## src/hdl/mbce_pkg.sv

```systemverilog
`timescale 1ns / 1ps
// ----------------------------------------------------------------------------
// mbce_pkg
// Shared types and constants of the message block cipher engine: work
// descriptors passed from the front end to the cipher back end, back-end
// status and state codes, register indexes and TEA constants.
// ----------------------------------------------------------------------------
package mbce_pkg;

  localparam logic [31:0] ROUND_DELTA = 32'h9E37_79B9;
  localparam int          QUEUE_DEPTH = 2;
  localparam int          CFG_INDEX_W = 1;

  // Item kinds on the input channel
  localparam logic ACT_HEADER = 1'b0;
  localparam logic ACT_CHUNK  = 1'b1;

  // Configuration register indexes
  localparam logic [CFG_INDEX_W-1:0] REG_KEY_LOW  = 1'b0;
  localparam logic [CFG_INDEX_W-1:0] REG_KEY_HIGH = 1'b1;

  typedef enum logic [1:0] {
    OP_PASS,
    OP_ENC,
    OP_DEC,
    OP_TAIL
  } mbce_op_t;

  typedef struct packed {
    mbce_op_t    op;
    logic [63:0] data;
    logic [2:0]  tail_n;
    logic        done;
  } mbce_desc_t;

  typedef struct packed {
    logic busy;
    logic pop;
  } mbce_bk_stat_t;

  typedef enum logic [1:0] {
    BK_IDLE,
    BK_ROUND,
    BK_HOLD
  } mbce_bk_state_t;

endpackage

```

## src/hdl/mbce_front.sv

```systemverilog
`timescale 1ns / 1ps
// ----------------------------------------------------------------------------
// mbce_front
// Accepts header and payload items, tracks the current message and turns
// each item into a work descriptor for the cipher back end.
// ----------------------------------------------------------------------------
module mbce_front
  import mbce_pkg::*;
(
  input  logic        clk,
  input  logic        rst,
  input  logic        in_valid,
  output logic        in_stall,
  input  logic        action,
  input  logic        direction,
  input  logic [63:0] data_in,
  input  logic        q_full,
  output logic        q_push,
  output mbce_desc_t  q_desc
);

  logic        decrypting;
  logic [8:0]  blocks_left;
  logic [2:0]  tail_left;
  logic        message_active;

  logic        decrypting_next;
  logic [8:0]  blocks_left_next;
  logic [2:0]  tail_left_next;
  logic        message_active_next;

  logic [11:0] hdr_len;
  logic [11:0] payload;
  logic        allowed;

  assign in_stall = q_full;
  assign q_push   = in_valid & ~q_full;

  assign hdr_len = data_in[15:4];
  assign allowed = direction ? data_in[0] : ~data_in[0];
  // lengths under two mean no payload
  assign payload = (hdr_len >= 12'd2) ? (hdr_len - 12'd2) : 12'd0;

  always_comb begin
    decrypting_next     = decrypting;
    blocks_left_next    = blocks_left;
    tail_left_next      = tail_left;
    message_active_next = message_active;
    q_desc.op     = OP_PASS;
    q_desc.data   = data_in;
    q_desc.tail_n = tail_left;
    q_desc.done   = 1'b1;
    if (action == ACT_HEADER) begin
      // a new header always drops whatever message was open
      decrypting_next     = direction;
      blocks_left_next    = 9'd0;
      tail_left_next      = 3'd0;
      message_active_next = 1'b0;
      if (allowed) begin
        blocks_left_next    = payload[11:3];
        tail_left_next      = payload[2:0];
        message_active_next = |payload;
        q_desc.data         = {data_in[63:1], ~direction};
        q_desc.done         = ~|payload;
      end
    end else if (message_active) begin
      if (|blocks_left) begin
        q_desc.op        = decrypting ? OP_DEC : OP_ENC;
        blocks_left_next = blocks_left - 9'd1;
      end else begin
        q_desc.op      = OP_TAIL;
        tail_left_next = 3'd0;
      end
      message_active_next = (|blocks_left_next) | (|tail_left_next);
      q_desc.done         = ~message_active_next;
    end
  end

  always_ff @(posedge clk) begin
    if (rst) begin
      decrypting     <= 1'b0;
      blocks_left    <= 9'd0;
      tail_left      <= 3'd0;
      message_active <= 1'b0;
    end else if (q_push) begin
      decrypting     <= decrypting_next;
      blocks_left    <= blocks_left_next;
      tail_left      <= tail_left_next;
      message_active <= message_active_next;
    end
  end

endmodule

```

## src/hdl/mbce_queue.sv

```systemverilog
`timescale 1ns / 1ps
// ----------------------------------------------------------------------------
// mbce_queue
// Short descriptor queue between the front end and the cipher back end.
// ----------------------------------------------------------------------------
module mbce_queue
  import mbce_pkg::*;
(
  input  logic       clk,
  input  logic       rst,
  input  logic       push,
  input  mbce_desc_t push_desc,
  input  logic       pop,
  output logic       full,
  output logic       head_valid,
  output mbce_desc_t head_desc
);

  localparam int PTR_W = (QUEUE_DEPTH > 1) ? $clog2(QUEUE_DEPTH) : 1;
  localparam int CNT_W = $clog2(QUEUE_DEPTH + 1);

  mbce_desc_t       slots [QUEUE_DEPTH];
  logic [PTR_W-1:0] wr_ptr;
  logic [PTR_W-1:0] rd_ptr;
  logic [CNT_W-1:0] count;

  assign full       = (count == CNT_W'(QUEUE_DEPTH));
  assign head_valid = (count != '0);
  assign head_desc  = slots[rd_ptr];

  always_ff @(posedge clk) begin
    if (push) begin
      slots[wr_ptr] <= push_desc;
    end
  end

  always_ff @(posedge clk) begin
    if (rst) begin
      wr_ptr <= '0;
      rd_ptr <= '0;
      count  <= '0;
    end else begin
      if (push) begin
        wr_ptr <= (wr_ptr == PTR_W'(QUEUE_DEPTH - 1)) ? '0 : wr_ptr + 1'b1;
      end
      if (pop) begin
        rd_ptr <= (rd_ptr == PTR_W'(QUEUE_DEPTH - 1)) ? '0 : rd_ptr + 1'b1;
      end
      if (push && !pop) begin
        count <= count + 1'b1;
      end else if (pop && !push) begin
        count <= count - 1'b1;
      end
    end
  end

endmodule

```

## src/hdl/mbce_back.sv

```systemverilog
`timescale 1ns / 1ps
// ----------------------------------------------------------------------------
// mbce_back
// Cipher back end: runs one TEA round per cycle for full blocks, applies
// the tail mask or passes data through, and holds the result register.
// ----------------------------------------------------------------------------
module mbce_back
  import mbce_pkg::*;
#(
  parameter int ROUNDS = 32
) (
  input  logic          clk,
  input  logic          rst,
  input  logic [31:0]   key_low,
  input  logic [31:0]   key_high,
  input  logic          q_valid,
  input  mbce_desc_t    q_desc,
  output mbce_bk_stat_t stat,
  output logic          out_valid,
  input  logic          out_stall,
  output logic [63:0]   data_out,
  output logic          applied,
  output logic          message_done
);

  localparam int          CNT_W    = $clog2(ROUNDS + 1);
  localparam logic [31:0] SUM_INIT = 32'(64'(ROUND_DELTA) * 64'(ROUNDS));

  mbce_bk_state_t state;
  mbce_bk_state_t state_next;

  logic [31:0]      a;
  logic [31:0]      b;
  logic [31:0]      s;
  logic [CNT_W-1:0] cnt;
  logic             dec;
  logic             res_applied;
  logic             res_done;

  logic        out_free;
  logic        load;
  logic        finish;
  logic        load_tea;
  logic        last;
  logic [63:0] key;
  logic [63:0] tail_data;
  logic [31:0] enc_a;
  logic [31:0] enc_b;
  logic [31:0] dec_a;
  logic [31:0] dec_b;

  function automatic logic [31:0] tea_mix(input logic [31:0] x, input logic [31:0] sum,
                                          input logic [31:0] k0, input logic [31:0] k1);
    tea_mix = ((x << 4) + k0) ^ (x + sum) ^ ((x >> 5) + k1);
  endfunction

  assign key      = {key_high, key_low};
  assign out_free = ~out_valid | ~out_stall;
  assign finish   = (state == BK_HOLD) & out_free;
  assign load     = q_valid & ((state == BK_IDLE) | finish);
  assign load_tea = (q_desc.op == OP_ENC) | (q_desc.op == OP_DEC);
  assign last     = (cnt == CNT_W'(1));

  assign stat.busy = (state != BK_IDLE);
  assign stat.pop  = load;

  always_comb begin
    for (int i = 0; i < 8; i++) begin
      if (4'(i) < {1'b0, q_desc.tail_n}) begin
        tail_data[i*8 +: 8] = ~(q_desc.data[i*8 +: 8] ^ key[i*8 +: 8]);
      end else begin
        tail_data[i*8 +: 8] = q_desc.data[i*8 +: 8];
      end
    end
  end

  assign enc_a = a + tea_mix(b, s, key_low, key_high);
  assign enc_b = b + tea_mix(enc_a, s, key_low, key_high);
  assign dec_b = b - tea_mix(a, s, key_low, key_high);
  assign dec_a = a - tea_mix(dec_b, s, key_low, key_high);

  always_comb begin
    state_next = state;
    case (state)
      BK_IDLE: begin
        if (q_valid) begin
          state_next = load_tea ? BK_ROUND : BK_HOLD;
        end
      end
      BK_ROUND: begin
        if (last) begin
          state_next = BK_HOLD;
        end
      end
      BK_HOLD: begin
        if (out_free) begin
          if (q_valid) begin
            state_next = load_tea ? BK_ROUND : BK_HOLD;
          end else begin
            state_next = BK_IDLE;
          end
        end
      end
      default: state_next = BK_IDLE;
    endcase
  end

  always_ff @(posedge clk) begin
    if (rst) begin
      state <= BK_IDLE;
    end else begin
      state <= state_next;
    end
  end

  always_ff @(posedge clk) begin
    if (load) begin
      res_applied <= (q_desc.op != OP_PASS);
      res_done    <= q_desc.done;
      dec         <= (q_desc.op == OP_DEC);
      if (load_tea) begin
        a   <= q_desc.data[31:0];
        b   <= q_desc.data[63:32];
        s   <= (q_desc.op == OP_DEC) ? SUM_INIT : ROUND_DELTA;
        cnt <= CNT_W'(ROUNDS);
      end else if (q_desc.op == OP_TAIL) begin
        a <= tail_data[31:0];
        b <= tail_data[63:32];
      end else begin
        a <= q_desc.data[31:0];
        b <= q_desc.data[63:32];
      end
    end else if (state == BK_ROUND) begin
      a   <= dec ? dec_a : enc_a;
      b   <= dec ? dec_b : enc_b;
      s   <= dec ? (s - ROUND_DELTA) : (s + ROUND_DELTA);
      cnt <= cnt - 1'b1;
    end
  end

  always_ff @(posedge clk) begin
    if (rst) begin
      out_valid <= 1'b0;
    end else if (finish) begin
      out_valid <= 1'b1;
    end else if (!out_stall) begin
      out_valid <= 1'b0;
    end
  end

  always_ff @(posedge clk) begin
    if (finish) begin
      data_out     <= {b, a};
      applied      <= res_applied;
      message_done <= res_done;
    end
  end

endmodule

```

## src/hdl/message_block_cipher_engine.sv

```systemverilog
`timescale 1ns / 1ps
// ----------------------------------------------------------------------------
// message_block_cipher_engine
// TEA-style, 64-bit block and key, on one message: header, then payload chunks.
//
// Channel  Handshake              Payload
// in       in_valid / in_stall    action, direction, data_in
// out      out_valid / out_stall  data_out, applied, message_done
// cfg      cfg_valid / cfg_ready  cfg_index, cfg_data
//
// In the back end a full block runs one TEA round per cycle in BK_ROUND, then
// moves from BK_HOLD into the output register once it is free. Headers and
// pass-through and tail chunks move at one item per cycle if out_stall is low.
// A two-entry queue separates the front end from the back end, so input is
// taken while a block is under way or a result waits on out_stall.
// Reset is synchronous and clears keys, message state, queue and out_valid.
// ----------------------------------------------------------------------------
module message_block_cipher_engine
  import mbce_pkg::*;
#(
  parameter int ROUNDS = 32
) (
  input  logic                   clk,
  input  logic                   rst,
  input  logic                   in_valid,
  output logic                   in_stall,
  input  logic                   action,
  input  logic                   direction,
  input  logic [63:0]            data_in,
  output logic                   out_valid,
  input  logic                   out_stall,
  output logic [63:0]            data_out,
  output logic                   applied,
  output logic                   message_done,
  input  logic                   cfg_valid,
  output logic                   cfg_ready,
  input  logic [CFG_INDEX_W-1:0] cfg_index,
  input  logic [31:0]            cfg_data
);

  logic [31:0]   key_word_low;
  logic [31:0]   key_word_high;
  logic          q_push;
  logic          q_full;
  logic          q_valid;
  mbce_desc_t    push_desc;
  mbce_desc_t    head_desc;
  mbce_bk_stat_t bk_stat;

  assign cfg_ready = 1'b1;

  always_ff @(posedge clk) begin
    if (rst) begin
      key_word_low  <= 32'd0;
      key_word_high <= 32'd0;
    end else if (cfg_valid && cfg_ready) begin
      case (cfg_index)
        REG_KEY_LOW:  key_word_low  <= cfg_data;
        REG_KEY_HIGH: key_word_high <= cfg_data;
        default: ;
      endcase
    end
  end

  mbce_front u_front (
    .clk       (clk),
    .rst       (rst),
    .in_valid  (in_valid),
    .in_stall  (in_stall),
    .action    (action),
    .direction (direction),
    .data_in   (data_in),
    .q_full    (q_full),
    .q_push    (q_push),
    .q_desc    (push_desc)
  );

  mbce_queue u_queue (
    .clk        (clk),
    .rst        (rst),
    .push       (q_push),
    .push_desc  (push_desc),
    .pop        (bk_stat.pop),
    .full       (q_full),
    .head_valid (q_valid),
    .head_desc  (head_desc)
  );

  mbce_back #(
    .ROUNDS (ROUNDS)
  ) u_back (
    .clk          (clk),
    .rst          (rst),
    .key_low      (key_word_low),
    .key_high     (key_word_high),
    .q_valid      (q_valid),
    .q_desc       (head_desc),
    .stat         (bk_stat),
    .out_valid    (out_valid),
    .out_stall    (out_stall),
    .data_out     (data_out),
    .applied      (applied),
    .message_done (message_done)
  );

  a_pop_needs_item: assert property (@(posedge clk) disable iff (rst)
    bk_stat.pop |-> q_valid)
    else $error("back end popped an empty queue");

  a_result_from_work: assert property (@(posedge clk) disable iff (rst)
    $rose(out_valid) |-> $past(bk_stat.busy))
    else $error("result appeared without work in the back end");

  a_result_dropped: assert property (@(posedge clk) disable iff (rst)
    $fell(out_valid) |-> $past(!out_stall))
    else $error("result left the output register while stalled");

endmodule
```

## config.mk

```make
export PLATFORM = sky130hd
export DESIGN_NAME = message_block_cipher_engine
export DESIGN_NICKNAME = d
export VERILOG_FILES = /design/src/hdl/mbce_pkg.sv /design/src/hdl/mbce_front.sv /design/src/hdl/mbce_queue.sv /design/src/hdl/mbce_back.sv /design/src/hdl/message_block_cipher_engine.sv
export SDC_FILE = /design/constraint.sdc
export NUM_CORES = 2
export LEC_CHECK = 0
export BUFFER_PORTS_ARGS = -buffer_cell sky130_fd_sc_hd__buf_2
export CAP_MARGIN = 20
export CORE_ASPECT_RATIO = 1.75
export CORE_MARGIN = 1.5
export CORE_UTILIZATION = 56
export CTS_BUF_LIST = sky130_fd_sc_hd__clkbuf_4 sky130_fd_sc_hd__clkbuf_8
export CTS_CLUSTER_DIAMETER = 80
export DETAILED_ROUTE_END_ITERATION = 8
export PLACE_DENSITY = 0.83
export REMOVE_ABC_BUFFERS = 1
export SYNTH_ARGS = -nofsm -noshare
export SYNTH_HDL_FRONTEND = slang
export SYNTH_SLANG_ARGS = --single-unit
```

## constraint.sdc

```tcl
create_clock -name clk -period 13.37 [get_ports clk]
set_input_delay 1.337 -clock clk [delete_from_list [all_inputs] [get_ports clk]]
set_output_delay 1.337 -clock clk [all_outputs]
set_load 0.02 [all_outputs]
```

==> metrics.yaml <==
cts_root_buffer: "clkbuf_8"
grt_pass1_vias: 37700
synth_seq_area_share_pct: 26.8
critPathBufInv: 0
avgViaCountPerCell: 6.64
skew_ns: 0.102
post-route-min-period_ns: 10.88
cp-start-kind: "register"
timing.final.crit_share_pct: 81.4
register_area_sq_mm: 0.0111
cts_setup_buffers: 0
synth_cells: 4667
preCtsSetupSlack_ns: 2.66
hold_class: "register to register"
initial_utilization_pct: 56.6
end_kind: "register"
grt_pass1_wl_um: 252000
ys_async_sr_fraction_pct: 0
ys_ff_latch: 397
fmax_ghz: 0.0919
r2r-end: "u_back.b[31]$_DFFE_PP_"
n_fill_cell: 6399
final_cell_area_sq_mm: 0.0452
coreArea_sq_mm: 0.0729
clock_latency_ns: 0.82
ys_warn_count: 0
cts_resized: 0
synth_edf_count: 311
die_area_sq_mm: 0.0754
synth_top_family_by_area: "compound AO/OA/AOI/OAI gates"
slew_headroom_pct: 15.5
synth_compound_gate_area_share_pct: 22.8
tritoncts: "built"
gp_congestion: 1.08
htreeDepth: 2
overflow: 0
dp.final_hpwl_um: 136000
postRouteAntennaNets: 0
status: "finished clean"
final_nets: 5551
grt_setup_unrepaired: "no"
layout-drive-gt1-share_pct: 8.53
grtUsageTotal_pct: 45.8
antenna_found_initial: 8
routed_wl_um: 173000
avgRoutedWirePerCell_um: 29.3
ff2ff_path_depth: 40
timing.critical_path.max_delay_family: "compound AO/OA/AOI/OAI gates"
multi_input_area_sq_mm: 0.0293
clockBufferDepth: 3
portBuffers: 171
die_h_um: 362
first_pass_iters: 6
crit_slowest_cell: "xor2_1"
finalMaxSlewViolations: 0
synthAdderAreaFrac_pct: 16.6
fp.dieW_um: 208
synth_mux_area_share_pct: 2.00
synth_cell_type_count: 86
worst-r2r-setup-slack_ns: 2.49
max_stage_delay_ns: 0.77
drc: 0
cts.sinks: 397
worstPathRequired_ns: 13.95
min_to: "u_back.applied$_DFFE_PP_"
hold_viol_final: 0
syn2layout_area_growth_pct: 9.58
worstMarginPinSlew_ns: 1.26
maxCapViolations: 0
synth_area_sq_mm: 0.0413
rows: 131
cts_buffers: 60
grt_max_degree: 87
num_vias: 39200
fin_tns_setup_ns: 0
cpMostUsedCell: "xnor2_1"
dpl-instance-area_sq_mm: 0.0437
synth_xor_area_share_pct: 16.6
cts.clk_slew.worst_paths_ns: 0.08
final.setup.worst_slack_ns: 2.49
critPathKind: "register to register"
synth-simple-area-share_pct: 12.8
report.final.setup_viol: 0
cts_hold_buf: 0
arrival_ns: 11.46
pin_count: 173
crit_path_max_fanout: 7
postSynthAreaPerCell_sq_um: 8.84
worstHoldPathCells: 0
hold_start: "u_back.res_applied$_DFFE_PP_"
drt_iter0_markers: 3782
dominantRegCellSynth: "edfxtp_1"
reg2reg_from: "u_back.s[0]$_DFFE_PP_"
-- routing by layer --
metal	share of wire, %	GRT usage, %
met5	0.027	0
met4	16	57.2
met3	7.7	10.5
met2	45	74.3
met1	31	43.7
-- through the flow --
stage          cells  hold WS [ns]  utilization, %
5_1_grt         5892         0.436            62.0
3_3_place_gp    5770         0.421            59.9
3_5_place_dp    5770         0.418            59.9
2_1_floorplan   4567         0.400               -
6_report        5896         0.429            62.0
4_1_cts         5883         0.430            61.9
-- sequential cells by signal, indices dropped and copies added, names as in the netlist, 3 cells and up, named ones only --
register	count
u_queue.slots	140
u_front.blocks_left	9
u_back.s	32
key_word_low	32
u_back.data_out	64
u_back.a	32
u_back.cnt	6
key_word_high	32
u_front.tail_left	3
u_back.b	32
-- kinds of logic (layout without fill, tap and decap cells) --
kind of cell | Yosys count | in the layout
fa+ha+maj | 539 | 539
buf+inv | 260 | 552
simple gates | 1135 | 1135
compound gates | 1481 | 1481
flops | 397 | 397
other cells | 1 | 7
xor+xnor | 772 | 772
mux | 82 | 82
-- cell type report --
cell class	count	share of cell area (%)
diodes	6	0.0332
clock buffers	79	2.22
clock inverters	34	0.905
inverters	160	1.33
multi-input cells	4010	64.7
flip-flops and latches	397	24.5
well taps	931	2.58
repair buffers	279	3.75
-- cells in the final DEF (no fill, tap or decap), types with 85 or more instances in the layout --
cell type,count
a21o_1,254
a21oi_1,499
buf_2,170
buf_4,106
dfxtp_1,85
edfxtp_1,311
ha_1,522
inv_1,158
nand2_1,388
nor2_1,299
o21ai_0,154
o21ai_1,106
xnor2_1,605
xor2_1,159
-- worst register-to-register path, delay by kind of cell, from the launching register on --
| family | cells | cell delay (ns) |
|---|---|---|
| flops | 1 | 0.54 |
| simple gates | 2 | 0.37 |
| fa+ha+maj | 5 | 1.88 |
| xor+xnor | 11 | 2.87 |
| compound gates | 22 | 5.04 |
-- how the worst max path moves through the flow --
stage                                from                      to  slack [ns]  cells after the start
floorplan           u_back.b[5]$_DFFE_PP_  u_back.b[31]$_DFFE_PP_        4.66                     45
global route        u_back.s[0]$_DFFE_PP_  u_back.b[31]$_DFFE_PP_        1.92                     40
detailed placement  u_back.s[0]$_DFFE_PP_  u_back.b[31]$_DFFE_PP_        2.66                     40
finish              u_back.s[0]$_DFFE_PP_  u_back.b[31]$_DFFE_PP_        2.49                     40
global placement    u_back.s[0]$_DFFE_PP_  u_back.b[31]$_DFFE_PP_        2.65                     40
CTS                 u_back.s[0]$_DFFE_PP_  u_back.b[31]$_DFFE_PP_        2.71                     40
-- cell usage after synthesis, types with 8 or more instances --
master,n,share of area [%]
xnor2_1,605,13
ha_1,522,16
a21oi_1,500,6.1
nand2_1,391,3.6
edfxtp_1,311,23
nor2_1,301,2.7
a21o_1,254,4.6
inv_1,160,1.5
xor2_1,159,3.4
o21ai_0,154,1.9
o21ai_1,106,1.3
dfxtp_1,86,4.2
clkbuf_1,82,0.75
nand3_1,78,0.95
mux2i_1,77,1.9
a211oi_1,75,1.4
nor3_1,74,0.90
o21a_1,68,1.2
nor2b_1,55,0.83
nand2b_1,50,0.76
o21bai_1,49,0.89
or3_1,45,0.68
a31oi_1,40,0.61
nand4_1,36,0.55
and3_1,34,0.52
o211ai_1,24,0.44
o31ai_1,20,0.36
a21boi_1,19,0.35
fa_1,17,0.82
a41oi_1,14,0.30
a2111oi_0,13,0.28
a211o_1,13,0.28
a22oi_1,13,0.24
buf_1,13,0.12
o22ai_1,13,0.20
nor4_1,12,0.18
and2_1,11,0.17
a221o_1,9,0.22
a31o_1,9,0.19
o2111ai_1,9,0.19
o31a_1,9,0.19
or2_2,8,0.12
Power is left out: the tool's default activity adds up to more than one toggle a clock period on the data nets, which glitch-free logic cannot reach.
